$ cat src/rtl/mbps_pkg.sv
// Shared types and constants for the masked byte pattern scanner.
// Used by mbps_cell and masked_byte_pattern_scanner; depends on nothing.
`timescale 1ns / 1ps
package mbps_pkg;

    localparam int NUM_POS     = 16;  // pattern positions backed by register bits
    localparam int BYTE_W      = 8;
    localparam int MODE_W      = 3;
    localparam int OFFSET_W    = 48;
    localparam int LEN_CFG_W   = 5;
    localparam int CFG_INDEX_W = 8;
    localparam int CFG_DATA_W  = 64;

    localparam logic [OFFSET_W-1:0] OFFSET_MAX = {OFFSET_W{1'b1}};

    // Register indexes of the configuration channel.
    localparam logic [CFG_INDEX_W-1:0] REG_PATTERN_LENGTH = 8'd0;
    localparam logic [CFG_INDEX_W-1:0] REG_PATTERN_LOW    = 8'd1;
    localparam logic [CFG_INDEX_W-1:0] REG_PATTERN_HIGH   = 8'd2;
    localparam logic [CFG_INDEX_W-1:0] REG_COMPARE_MODES  = 8'd3;

    // Compare mode codes; the remaining codes never match.
    typedef enum logic [MODE_W-1:0] {
        MODE_ANY = 3'd0,
        MODE_EQ  = 3'd1,
        MODE_NEQ = 3'd2,
        MODE_GT  = 3'd3,
        MODE_LT  = 3'd4
    } mode_e_t;

    // Pattern configuration seen by every cell.
    typedef struct packed {
        logic [NUM_POS-1:0][BYTE_W-1:0] pattern;
        logic [NUM_POS-1:0][MODE_W-1:0] modes;
    } pat_cfg_t;

endpackage

$ cat src/rtl/masked_byte_pattern_scanner.sv
// Top level of the masked byte pattern scanner: configuration registers,
// a chain of mbps_cell window cells, byte count, offset counter and output register.
// Depends on mbps_pkg and mbps_cell.
//
//  channel  | direction | handshake           | payload
//  ---------+-----------+---------------------+------------------------------------
//  s_       | in        | s_tvalid / s_tready | s_tdata: data_byte; s_tuser: stream_start
//  m_       | out       | m_tvalid / m_tready | m_tdata: match_offset
//  cfg_     | in        | cfg_valid/cfg_ready | cfg_index: register; cfg_data: value
//
// One byte per cycle: every cell compares its incoming byte in the transfer cycle
// and the match result is loaded at that edge, showing on m_ in the next cycle.
// A new byte is taken whenever the output register is empty or being drained,
// so a stall on m_ holds the input only while a result waits and is not taken.
// Synchronous active-low reset clears the window, counters, registers and
// output valid; configuration writes are always taken (cfg_ready stays high).
`timescale 1ns / 1ps
module masked_byte_pattern_scanner #(
    parameter int MAX_PATTERN = 16
) (
    input  logic                              aclk,
    input  logic                              aresetn,
    // input byte stream
    input  logic                              s_tvalid,
    output logic                              s_tready,
    input  logic [7:0]                        s_tdata,   // [7:0] data_byte
    input  logic                              s_tuser,   // [0] stream_start
    // match results
    output logic                              m_tvalid,
    input  logic                              m_tready,
    output logic [mbps_pkg::OFFSET_W-1:0]     m_tdata,   // [47:0] match_offset
    // configuration writes
    input  logic                              cfg_valid,
    output logic                              cfg_ready,
    input  logic [mbps_pkg::CFG_INDEX_W-1:0]  cfg_index,
    input  logic [mbps_pkg::CFG_DATA_W-1:0]   cfg_data
);
    import mbps_pkg::*;

    localparam int LEN_W = $clog2(MAX_PATTERN + 1);
    localparam int CMP_W = (LEN_W > LEN_CFG_W) ? LEN_W : LEN_CFG_W;
    localparam logic [LEN_W-1:0] MAX_LEN = LEN_W'(MAX_PATTERN);

    // configuration registers
    logic [LEN_CFG_W-1:0]  len_cfg_reg;
    logic [CFG_DATA_W-1:0] pat_low_reg;
    logic [CFG_DATA_W-1:0] pat_high_reg;
    logic [OFFSET_W-1:0]   modes_reg;

    // stream state
    logic [LEN_W-1:0]    seen_reg,   seen_next;
    logic [OFFSET_W-1:0] offset_reg, offset_next;
    logic [OFFSET_W-1:0] cur_offset;

    // output register
    logic                m_valid_reg, m_valid_next;
    logic [OFFSET_W-1:0] m_offset_reg, m_offset_next;

    logic                    accept;
    logic [LEN_W-1:0]        eff_len;
    logic [CMP_W-1:0]        len_cfg_ext;
    logic [OFFSET_W-1:0]     len_less_one;
    pat_cfg_t                cfg;
    logic [MAX_PATTERN-1:0]  pos_ok;
    logic [MAX_PATTERN-1:0][BYTE_W-1:0] chain;
    logic                    hit;

    assign cfg_ready = 1'b1;
    assign s_tready  = !m_valid_reg || m_tready;
    assign accept    = s_tvalid && s_tready;

    // Decode configuration writes; unknown indexes drop.
    always_ff @(posedge aclk) begin
        if (!aresetn) begin
            len_cfg_reg  <= LEN_CFG_W'(1);
            pat_low_reg  <= '0;
            pat_high_reg <= '0;
            modes_reg    <= '0;
        end else if (cfg_valid && cfg_ready) begin
            unique case (cfg_index)
                REG_PATTERN_LENGTH: len_cfg_reg  <= cfg_data[LEN_CFG_W-1:0];
                REG_PATTERN_LOW:    pat_low_reg  <= cfg_data;
                REG_PATTERN_HIGH:   pat_high_reg <= cfg_data;
                REG_COMPARE_MODES:  modes_reg    <= cfg_data[OFFSET_W-1:0];
                default: ;
            endcase
        end
    end

    assign cfg.pattern = {pat_high_reg, pat_low_reg};
    assign cfg.modes   = modes_reg;

    // Clamp the programmed length to 1..MAX_PATTERN.
    assign len_cfg_ext = CMP_W'(len_cfg_reg);
    always_comb begin
        if (len_cfg_reg == '0) begin
            eff_len = LEN_W'(1);
        end else if (len_cfg_ext > CMP_W'(MAX_PATTERN)) begin
            eff_len = MAX_LEN;
        end else begin
            eff_len = len_cfg_ext[LEN_W-1:0];
        end
    end

    // Window cells: cell 0 takes the input byte, each later cell its neighbor's.
    for (genvar j = 0; j < MAX_PATTERN; j++) begin : g_cell
        logic [BYTE_W-1:0] feed;
        if (j == 0) begin : g_head
            assign feed = s_tdata;
        end else begin : g_body
            assign feed = chain[j-1];
        end
        mbps_cell #(
            .INDEX (j),
            .LEN_W (LEN_W)
        ) u_cell (
            .aclk     (aclk),
            .aresetn  (aresetn),
            .advance  (accept),
            .clear    (s_tuser),
            .byte_in  (feed),
            .eff_len  (eff_len),
            .cfg      (cfg),
            .byte_out (chain[j]),
            .pos_ok   (pos_ok[j])
        );
    end

    // Byte count and offset: a stream start clears them before this byte counts.
    always_comb begin
        if (s_tuser) begin
            seen_next  = LEN_W'(1);
            cur_offset = '0;
        end else begin
            seen_next  = (seen_reg < MAX_LEN) ? seen_reg + LEN_W'(1) : seen_reg;
            cur_offset = offset_reg;
        end
        offset_next = (cur_offset < OFFSET_MAX) ? cur_offset + OFFSET_W'(1) : cur_offset;
    end

    always_ff @(posedge aclk) begin
        if (!aresetn) begin
            seen_reg   <= '0;
            offset_reg <= '0;
        end else if (accept) begin
            seen_reg   <= seen_next;
            offset_reg <= offset_next;
        end
    end

    // A full window match needs enough bytes and every active position passing.
    assign hit          = (seen_next >= eff_len) && (&pos_ok);
    assign len_less_one = OFFSET_W'(eff_len) - OFFSET_W'(1);

    // Load a new result on transfer; drop the held one once taken.
    always_comb begin
        m_valid_next  = m_valid_reg;
        m_offset_next = m_offset_reg;
        if (accept) begin
            m_valid_next  = hit;
            m_offset_next = (cur_offset >= len_less_one) ? cur_offset - len_less_one : '0;
        end else if (m_tready) begin
            m_valid_next = 1'b0;
        end
    end

    always_ff @(posedge aclk) begin
        if (!aresetn) begin
            m_valid_reg <= 1'b0;
        end else begin
            m_valid_reg <= m_valid_next;
        end
    end

    always_ff @(posedge aclk) begin
        m_offset_reg <= m_offset_next;
    end

    assign m_tvalid = m_valid_reg;
    assign m_tdata  = m_offset_reg;

endmodule

$ cat src/rtl/mbps_cell.sv
// One window cell of the scanner: holds one stream byte, hands it on to the
// next cell and checks its incoming byte against its pattern position. Uses mbps_pkg.
`timescale 1ns / 1ps
module mbps_cell #(
    parameter int INDEX = 0,
    parameter int LEN_W = 5
) (
    input  logic                      aclk,
    input  logic                      aresetn,
    input  logic                      advance,
    input  logic                      clear,
    input  logic [mbps_pkg::BYTE_W-1:0] byte_in,
    input  logic [LEN_W-1:0]          eff_len,
    input  mbps_pkg::pat_cfg_t        cfg,
    output logic [mbps_pkg::BYTE_W-1:0] byte_out,
    output logic                      pos_ok
);
    import mbps_pkg::*;

    // Wide enough to hold NUM_POS, so positions past the register bits are seen.
    localparam int POS_W = (LEN_W > 5) ? LEN_W : 5;
    localparam logic [POS_W-1:0] IDX = POS_W'(INDEX);

    logic [BYTE_W-1:0] byte_reg;
    logic [BYTE_W-1:0] byte_next;
    logic [POS_W-1:0]  len_ext;
    logic [POS_W-1:0]  pos;
    logic              active;
    logic              pass;
    logic [BYTE_W-1:0] pat;
    logic [MODE_W-1:0] mode;

    // A new stream clears the window; the first cell still takes the new byte.
    always_comb begin
        if (clear && (INDEX != 0)) begin
            byte_next = '0;
        end else begin
            byte_next = byte_in;
        end
    end

    always_ff @(posedge aclk) begin
        if (!aresetn) begin
            byte_reg <= '0;
        end else if (advance) begin
            byte_reg <= byte_next;
        end
    end

    assign byte_out = byte_reg;

    // This cell lines up with pattern position len-1-INDEX.
    assign len_ext = POS_W'(eff_len);
    assign active  = IDX < len_ext;
    assign pos     = len_ext - IDX - POS_W'(1);
    assign pat     = cfg.pattern[pos[3:0]];
    assign mode    = cfg.modes[pos[3:0]];

    always_comb begin
        if (pos >= POS_W'(NUM_POS)) begin
            pass = 1'b1;
        end else begin
            unique case (mode)
                MODE_ANY: pass = 1'b1;
                MODE_EQ:  pass = (byte_next == pat);
                MODE_NEQ: pass = (byte_next != pat);
                MODE_GT:  pass = (byte_next > pat);
                MODE_LT:  pass = (byte_next < pat);
                default:  pass = 1'b0;
            endcase
        end
    end

    assign pos_ok = !active || pass;

endmodule
$ cat config.mk
export PLATFORM = sky130hd
export DESIGN_NAME = masked_byte_pattern_scanner
export DESIGN_NICKNAME = d
export VERILOG_FILES = /design/src/rtl/mbps_pkg.sv /design/src/rtl/masked_byte_pattern_scanner.sv /design/src/rtl/mbps_cell.sv
export SDC_FILE = /design/constraint.sdc
export NUM_CORES = 2
export LEC_CHECK = 0
export BUFFER_PORTS_ARGS = -buffer_cell sky130_fd_sc_hd__buf_2
export CORE_MARGIN = 4
export CORE_UTILIZATION = 55
export DETAILED_ROUTE_END_ITERATION = 7
export GPL_TIMING_DRIVEN = 1
export PLACE_DENSITY = 0.75
export SYNTH_ARGS = -nofsm -noshare
export SYNTH_HDL_FRONTEND = slang
export SYNTH_HIERARCHICAL = 1
export SYNTH_SLANG_ARGS = --single-unit
$ cat constraint.sdc
create_clock -name aclk -period 6.7 [get_ports aclk]
set_input_delay 0.67 -clock aclk [delete_from_list [all_inputs] [get_ports aclk]]
set_output_delay 0.67 -clock aclk [all_outputs]
set_load 0.03 [all_outputs]
==> impl_results.md <==
* Warnings, synthesis at 6
* Avg WL per Cell at 31.64 µm
* Die Y at 300.9 µm
* Register area at 0.008548 mm²
* Row count at 107
* Final Setup Violations at 0
* Clock Tree Buf Depth at 3
* Leak at 19.21 nW
* Worst Path Required at 7220 ps
* Worst clock skew at 30.83 ps
* Port Buf Inserts at 135
* Number of detailed-route iterations in the first pass at 8
* Clock-pin slew on the worst setup and hold paths at 60 ps
* Clk root buf: clkbuf_16
* Global route overflow at 0
* Crit path max fanout at 57
* CORE AREA at 0.08515 mm²
* Vias per cell at 7.564
* Post-synthesis instance area at 0.04717 mm²
* Vias in the first global route at 37880
* Power per cell area at 113.5 mW/mm²
* Failing checks: design-rule violations
* Mapped Cells at 4141
* Skew-Pair Late Insertion Delay at 630 ps
* Nets at 4432
* CTS tree: yes
* Antenna violations before repair at 6
* Final hold vios at 0
* Fillers at 6786
* Area Growth Syn to Fin at 6.764%
* Critical path type: reg2reg
* First-pass GRT wire length at 250.1 mm
* DP Wirelength at 116.9 mm
* Cts bufs inserted at 47
* Number of H-tree levels at 2
* CTS sink count at 403
* Post-route ant nets at 0
* Final Util at 59.14%
* Largest net degree at the start of global routing at 215
* Minimum clock period at 6432 ps
* FMAX at 155.5 MHz
* Fin crit share at 95.99%
* Max-slew headroom at the worst pin at 8.623%
* Initial Utilization at 55.40%
* DR DRC count at 14
* Worst Tran Pin Value at 1371 ps
* Multi-input gate area at 0.03623 mm²
* Syn Area/Cell at 11.39 µm²
* CP Launch Type: flop
* Hold_buf cts at 0
* Initial DRC count at 6690
* Outcome: finished with violations
* Final WL at 169.0 mm
* Hold Path Class: in2reg
* R2R setup slack at 270 ps
* Max reg flops at 120
* Die Area at 0.09051 mm²
* Worst Path Arrival at 6950 ps
* Vias at 40410
* Fin. max-slew vios at 0
* Setup TNS at 0 ps
* MaxCap Viol Count at 0
* Unrepaired setup endpoints after global routing: false
* CP endpoint kind: flop
* Tot GR Track Use at 36.60%
* Layout cell share with drive strength beyond 1 at 27.05%
* Die W at 300.9 µm
* GP Congestion at 1.026
* Top Ports at 137
* Peak supply drop at 0.1907 mV
[layer usage]
metal  routed length, µm  track usage, %
met1               55020           44.87
met4               15790           24.58
met5                 174          0.9199
met2               69090           51.59
met3               28930           16.78
[layout by cell type, fill, tap and decap left out, types with 22 or more instances in the layout]
| master | count |
|---|---|
| nor2_1 | 104 |
| edfxtp_1 | 48 |
| inv_1 | 178 |
| nand4_1 | 40 |
| a21o_1 | 44 |
| xnor2_1 | 56 |
| mux4_1 | 196 |
| a21oi_1 | 112 |
| clkbuf_16 | 50 |
| nor2_4 | 31 |
| mux2i_1 | 188 |
| buf_2 | 133 |
| conb_1 | 25 |
| a211oi_1 | 27 |
| mux2_2 | 26 |
| xor2_1 | 22 |
| nor2b_1 | 268 |
| a21boi_0 | 177 |
| nand3_1 | 67 |
| nor3_1 | 32 |
| dfxtp_1 | 355 |
| ha_1 | 175 |
| o21ai_0 | 63 |
| and2_1 | 62 |
| mux4_2 | 636 |
| nand2_1 | 534 |
| nand2b_1 | 31 |
| buf_4 | 108 |
[final timing paths]
path	startpoint	to	cells past startpoint
setup / recovery	len_cfg_ext[4]$_SDFFE_PN0P_	m_tvalid$_SDFFE_PN0P_	19
setup reg to reg	len_cfg_ext[4]$_SDFFE_PN0P_	m_tvalid$_SDFFE_PN0P_	19
hold / removal	cfg_data[50]	pat_low_reg[50]$_SDFFE_PN0P_	3
hold reg to reg	seen_reg[1]$_SDFFE_PN0P_	seen_reg[1]$_SDFFE_PN0P_	2
[critical path, stage by stage (launching register included)]
cell       delay, ps
dfxtp_1          490
inv_1            130
nand2_1          240
inv_8            190
ha_2             810
buf_4            360
mux4_1           330
mux4_2           480
inv_1             70
ha_1             290
nand4_1          220
a21oi_1           60
a211oi_1         980
a2bb2oi_1        130
o22a_1           260
o21ai_1          110
nand4_1          150
or3_1            390
or4_1            420
a21boi_0         180
[through the flow]
stage               cell area, µm²  setup WS (ps)  hold slack, ps  total power [W]  cells
global placement             48650          563.7           487.2         0.002956   5250
global route                 50350          181.9           322.5         0.005855   5340
finish                       50360          268.5           320.3         0.005714   5342
floorplan                    47260          232.0           458.1         0.002782   4165
CTS                          50280          387.2           295.2         0.005721   5333
detailed placement           48650          454.8           493.0         0.002958   5250
[report_power, final]
part	switching, W	internal (W)	total [W]
registers	0.0000170	0.00246	0.00248
logic	0.000294	0.000147	0.000440
clock network	0.00115	0.00164	0.00279
total	0.00146	0.00425	0.00571
[layout make-up]
class	instances	share of cell area, %
diodes	2	0.009938
clock buffers	63	2.740
clock inverters	20	0.5044
inverters	185	1.414
multi-input cells	3267	71.93
flip-flops and latches	403	16.97
well taps	1144	2.842
repair buffers	258	3.580
[timing repair]
| action | in CTS | in global routing |
|---|---|---|
| resized for setup | 0 | 1 |
| endpoints found under the setup margin | 0 | 1 |
| endpoints found under the hold margin | 0 | 0 |
| setup buffers | 0 | 7 |
Note: power is estimated with default switching activity, not from simulation.
